### src/hdl/keyed_table_byte_cipher_top_defines.svh
// Assertion macros used by the keyed table byte cipher controller.
// Each macro expects clock aclk and active-low reset aresetn in scope.
`ifndef KEYED_TABLE_BYTE_CIPHER_TOP_DEFINES_SVH
`define KEYED_TABLE_BYTE_CIPHER_TOP_DEFINES_SVH

// Check that a condition or implication holds at every clock edge outside reset.
`define KTBC_ASSERT(lbl, prop, msg) \
    lbl: assert property (@(posedge aclk) disable iff (!aresetn) (prop)) else $error(msg);

// Check that a trigger is followed by a consequence in the next cycle.
`define KTBC_ASSERT_NEXT(lbl, trig, cons, msg) \
    lbl: assert property (@(posedge aclk) disable iff (!aresetn) (trig) |=> (cons)) \
        else $error(msg);

`endif

### src/hdl/ktbc_pkg.sv
// Shared types and constants for the keyed table byte cipher.
// No dependencies; used by every module of the block except ktbc_ram.
`default_nettype none
package ktbc_pkg;

    localparam int BYTE_W      = 8;
    localparam int KEY_MAX_DEF = 256;
    localparam int KEY_LEN_W   = 9;
    localparam int KEY_LEN_RST = 16;
    localparam int TBL_DEPTH   = 65536;
    localparam int TBL_AW      = 16;
    localparam int KIND_W      = 2;
    localparam int CFG_IDX_W   = 1;
    localparam int CFG_DATA_W  = 9;
    localparam int S_DATA_W    = 56;
    localparam int M_DATA_W    = 8;

    // Bit offsets of the fields inside s_tdata
    localparam int OFS_DATA_BYTE   = 0;
    localparam int OFS_POSITION    = 8;
    localparam int OFS_TABLE_INDEX = 16;
    localparam int OFS_TABLE_VALUE = 32;
    localparam int OFS_KEY_INDEX   = 40;
    localparam int OFS_KEY_VALUE   = 48;

    // Item kinds carried on s_tuser
    typedef enum logic [KIND_W-1:0] {
        KIND_DATA  = 2'd0,
        KIND_TABLE = 2'd1,
        KIND_KEY   = 2'd2
    } kind_t;

    // Configuration register indexes
    typedef enum logic [CFG_IDX_W-1:0] {
        CFG_KEY_LENGTH   = 1'b0,
        CFG_DECRYPT_MODE = 1'b1
    } cfg_idx_t;

    typedef enum logic [1:0] {
        S_IDLE,
        S_ROUND,
        S_DONE
    } state_t;

    // Controller to datapath
    typedef struct packed {
        logic start;     // data item accepted, begin rounds
        logic round;     // run one round
        logic finish;    // load result into output register
        logic load_tbl;  // table entry write
        logic load_key;  // key byte write
    } cmd_t;

    // Datapath to controller
    typedef struct packed {
        logic zero_rounds; // effective key length is zero
        logic last_round;  // current round is the final one
    } status_t;

endpackage
`default_nettype wire

### src/hdl/ktbc_ctrl.sv
// Controller state machine: item handshake, round sequencing, output register valid.
// Depends on ktbc_pkg and the assertion macro header.
`default_nettype none
`include "keyed_table_byte_cipher_top_defines.svh"
module ktbc_ctrl (
    input  wire logic                          aclk,
    input  wire logic                          aresetn,
    input  wire logic                          s_tvalid,
    output logic                               s_tready,
    input  wire logic [ktbc_pkg::KIND_W-1:0]   s_tuser,
    output logic                               m_tvalid,
    input  wire logic                          m_tready,
    input  wire ktbc_pkg::status_t             status,
    output ktbc_pkg::cmd_t                     cmd
);

    ktbc_pkg::state_t state_reg;
    ktbc_pkg::state_t state_next;
    logic             m_valid_reg;
    logic             m_valid_next;
    logic             accept;

    assign accept = s_tvalid && s_tready;

    // Next state
    always_comb begin
        state_next = state_reg;
        case (state_reg)
            ktbc_pkg::S_IDLE: begin
                if (cmd.start) begin
                    state_next = status.zero_rounds ? ktbc_pkg::S_DONE : ktbc_pkg::S_ROUND;
                end
            end
            ktbc_pkg::S_ROUND: begin
                if (status.last_round) begin
                    state_next = ktbc_pkg::S_DONE;
                end
            end
            ktbc_pkg::S_DONE: begin
                if (cmd.finish) begin
                    state_next = ktbc_pkg::S_IDLE;
                end
            end
            default: state_next = ktbc_pkg::S_IDLE;
        endcase
    end

    // Outputs and commands
    always_comb begin
        s_tready     = (state_reg == ktbc_pkg::S_IDLE);
        cmd.start    = 1'b0;
        cmd.load_tbl = 1'b0;
        cmd.load_key = 1'b0;
        cmd.round    = (state_reg == ktbc_pkg::S_ROUND);
        cmd.finish   = (state_reg == ktbc_pkg::S_DONE) && (!m_valid_reg || m_tready);
        if (accept) begin
            case (ktbc_pkg::kind_t'(s_tuser))
                ktbc_pkg::KIND_DATA:  cmd.start    = 1'b1;
                ktbc_pkg::KIND_TABLE: cmd.load_tbl = 1'b1;
                ktbc_pkg::KIND_KEY:   cmd.load_key = 1'b1;
                default:              cmd.start    = 1'b0;
            endcase
        end
    end

    // Hold the result until taken
    assign m_valid_next = cmd.finish ? 1'b1 : (m_tready ? 1'b0 : m_valid_reg);

    always_ff @(posedge aclk) begin
        if (!aresetn) begin
            state_reg   <= ktbc_pkg::S_IDLE;
            m_valid_reg <= 1'b0;
        end else begin
            state_reg   <= state_next;
            m_valid_reg <= m_valid_next;
        end
    end

    assign m_tvalid = m_valid_reg;

    `KTBC_ASSERT(a_no_overwrite, !(cmd.finish && m_tvalid && !m_tready), "pending result overwritten")
    `KTBC_ASSERT_NEXT(a_finish_valid, cmd.finish, m_tvalid, "finished item not presented")
    `KTBC_ASSERT_NEXT(a_last_done, cmd.round && status.last_round, state_reg == ktbc_pkg::S_DONE, "rounds overran")
    `KTBC_ASSERT(a_busy_no_accept, (cmd.round || cmd.finish) |-> !accept, "item accepted while busy")

endmodule
`default_nettype wire

### config.mk
export PLATFORM = sky130hd
export DESIGN_NAME = ktbc_ctrl
export DESIGN_NICKNAME = d
export VERILOG_FILES = /design/src/hdl/ktbc_pkg.sv /design/src/hdl/ktbc_ctrl.sv
export VERILOG_INCLUDE_DIRS = /design/src /design/src/hdl
export SDC_FILE = /design/constraint.sdc
export NUM_CORES = 1
export LEC_CHECK = 0
export ABC_AREA = 1
export BUFFER_PORTS_ARGS = -buffer_cell sky130_fd_sc_hd__buf_4
export CAP_MARGIN = 40
export CORE_AREA = 2 2 39 41
export CTS_CLUSTER_DIAMETER = 40
export CTS_CLUSTER_SIZE = 40
export DETAILED_ROUTE_END_ITERATION = 10
export DIE_AREA = 0 0 41 43
export GPL_ROUTABILITY_DRIVEN = 0
export HOLD_SLACK_MARGIN = 0.12
export PLACE_DENSITY = 0.44
export SLEW_MARGIN = 20
export SYNTH_ARGS = -nofsm -noshare
export SYNTH_HDL_FRONTEND = slang
export SYNTH_SLANG_ARGS = --single-unit
### constraint.sdc
create_clock -name aclk -period 1.2 [get_ports aclk]
set_input_delay 0.24 -clock aclk [delete_from_list [all_inputs] [get_ports aclk]]
set_output_delay 0.24 -clock aclk [all_outputs]
set_load 0.02 [all_outputs]
==> reports/qor.yml <==
status:
  status: "finished with violations"
  violations: "setup timing"
global_route:
  grt.overflow.total: 0
  antenna_found_initial: 0
  grt_pass1_wl_um: 828
  grt_usage: 0.0743
  grt_max_degree: 6
  grt_pass1_vias: 217
clocking:
  clk_latency_ns: 0.23
  cts_tree: "built"
  clk_pin_slew_worst_paths_ns: 0.04
  cts_buffer_depth: 2
  h-tree-depth: 1
  cts.sinks: 3
  cts.root.buffer_cell: "clkbuf_4"
  cts_buffers: 3
layout:
  largest_reg_flops: 2
  fillCellCount: 155
  area_growth_pct: 117
  nNetsFinal: 65
  num_antenna_cells: 0
  final_cells: 72
  post_route_cells_drive_above_1_share: 0.589
critical_path:
  endpoint_kind: "output port"
  cpPeakStageDelay_ns: 0.34
  crit_buf_inv: 1
  cp.arrival_ns: 1.05
  path_class: "reg2out"
  crit_slowest_cell: "dfxtp_4"
  start_kind: "flip-flop"
  cp_max_fo: 3
  critPathRequiredTime_ns: 0.96
  path_delay_family: "flip-flops"
  cp_cell_sequence: "nor2_4 -> nand2_4 -> nor3_4 -> buf_6"
route:
  drt_iter0_markers: 0
  drc: 0
  avgViaCountPerCell: 3.54
  ant_nets: 0
  wl_per_cell_um: 6.96
  via_count: 255
  drtPass1Iterations: 1
  routed_wl_um: 501
floorplan:
  rows: 14
  core_um2: 1380
  die_area_um2: 1760
  start_util: 0.151
  ios: 15
  die_x_um: 41
  die_y_um: 43
timing:
  worst_pin_slew_ns: 0.167
  finalCritPeriodShare: 1.08
  period_needed_ns: 1.29
  max_freq_mhz: 775
  tns_ns: -0.243
  report.final.setup_viol: 4
  max-slew-margin-rel: 0.888
  clock_skew_ns: 0.00355
  worst_hold_slack_ns: 0.280
  drv_slew: 0
  fin_ws_ns: -0.0901
  hold_violations: 0
  grt_setup_unrepaired: "true"
pwr:
  ir_drop_v: 0.000327
  powerDensity_nw_per_um2: 931
  p_total_uw: 423
  leakage_nw: 0.217
synthesis:
  yosysWarnings: 0
  yosysSeqAreaShare: 0.287
  synth_area_um2: 209
  yosys.cell_types.count: 10
  synth.avg_cell_area_um2: 5.80
  synth-seq-cells: 3
  synth_fp_nets: 44
  syn_inst: 36
job:
  maxCapViolCount: 0
place:
  post-place-cells: 66
  io_buffers: 14
worst_hold_path:
  hp-class: "in2reg"
[cells in the mapped netlist, drive strengths merged]
cell	n	area share
inv	10	0.18
nor2	7	0.15
nand2	5	0.090
a21oi	4	0.096
dfxtp	3	0.29
nor3	3	0.072
nand3	2	0.048
buf	1	0.036
o21ai	1	0.042
[worst register-to-register path, stage by stage, from the launching register on]
cell and delay, ns:
dfxtp_4 0.37, nor2_4 0.05, buf_4 0.12, buf_6 0.11, o21ai_2 0.05, nand3_1 0.09
a21oi_1 0.13
[what timing repair did]
action / 4_1_cts / 5_1_grt
resized for setup: 10 / 3
pin swaps: 3 / 0
endpoints found under the setup margin: 6 / 6
hold buffers: 0 / 0
buffers inserted: 1 / 1
[routing by layer]
| layer | share of wire | up-vias | track usage |
|---|---|---|---|
| met5 | 0 | - | 0 |
| met4 | 0 | 0 | 0.0600 |
| met3 | 0.064 | 0 | 0.0471 |
| met2 | 0.46 | 5 | 0.0844 |
| met1 | 0.47 | 104 | 0.0932 |
| li1 | - | 146 | - |
[through the flow]
step | utilization | instance area (um2) | worst slack, ns
after global placement | 0.270 | 374 | 0.0766
after floorplan | - | 249 | 0.00376
after global routing | 0.328 | 454 | -0.144
after detailed placement | 0.270 | 374 | 0.0630
after CTS | 0.315 | 435 | -0.111
final | 0.328 | 454 | -0.0901
[worst paths after layout]
kind                                      to  slack, ns         start  cells after the start
worst max-delay path                  cmd[1]      -0.09  state_reg[0]                      4
worst min-delay path                m_tvalid       0.28       aresetn                      3
worst max register to register  state_reg[0]       0.21  state_reg[1]                      6
worst min register to register      m_tvalid       0.53      m_tvalid                      2
[power by group]
part / leakage [nW] / internal, mW / total [mW] / switching (mW)
combinational: 0.176 / 0.0725 / 0.142 / 0.0691
sequential: 0.0259 / 0.104 / 0.111 / 0.00686
clock: 0.0150 / 0.124 / 0.170 / 0.0462
[logic make-up after synthesis]
kind of cell           Yosys count  synth area share
buffers and inverters           11             0.216
AND/OR/NAND/NOR                 17             0.359
AO/OA/AOI/OAI                    5             0.138
flip-flops                       3             0.287
[cell type report]
class                   instances  area, um2  area share
inverters                      10       37.5      0.0826
flip-flops and latches          3       67.6       0.149
multi-input cells              22        153       0.336
repair buffers                 17        150       0.331
well taps                      16       20.0      0.0441
clock buffers                   4       26.3      0.0579
[cell usage in the layout (no fill, tap or decap), types with 2 or more instances in the layout]
master / instances
a21oi_1: 3
buf_4: 11
buf_6: 6
clkbuf_4: 3
dfxtp_4: 2
inv_1: 10
nand2_1: 2
nand2_2: 2
nand3_1: 2
nor2_1: 3
nor2_2: 3
nor3_4: 2
No activity file was read; power rests on OpenSTA's default activity.
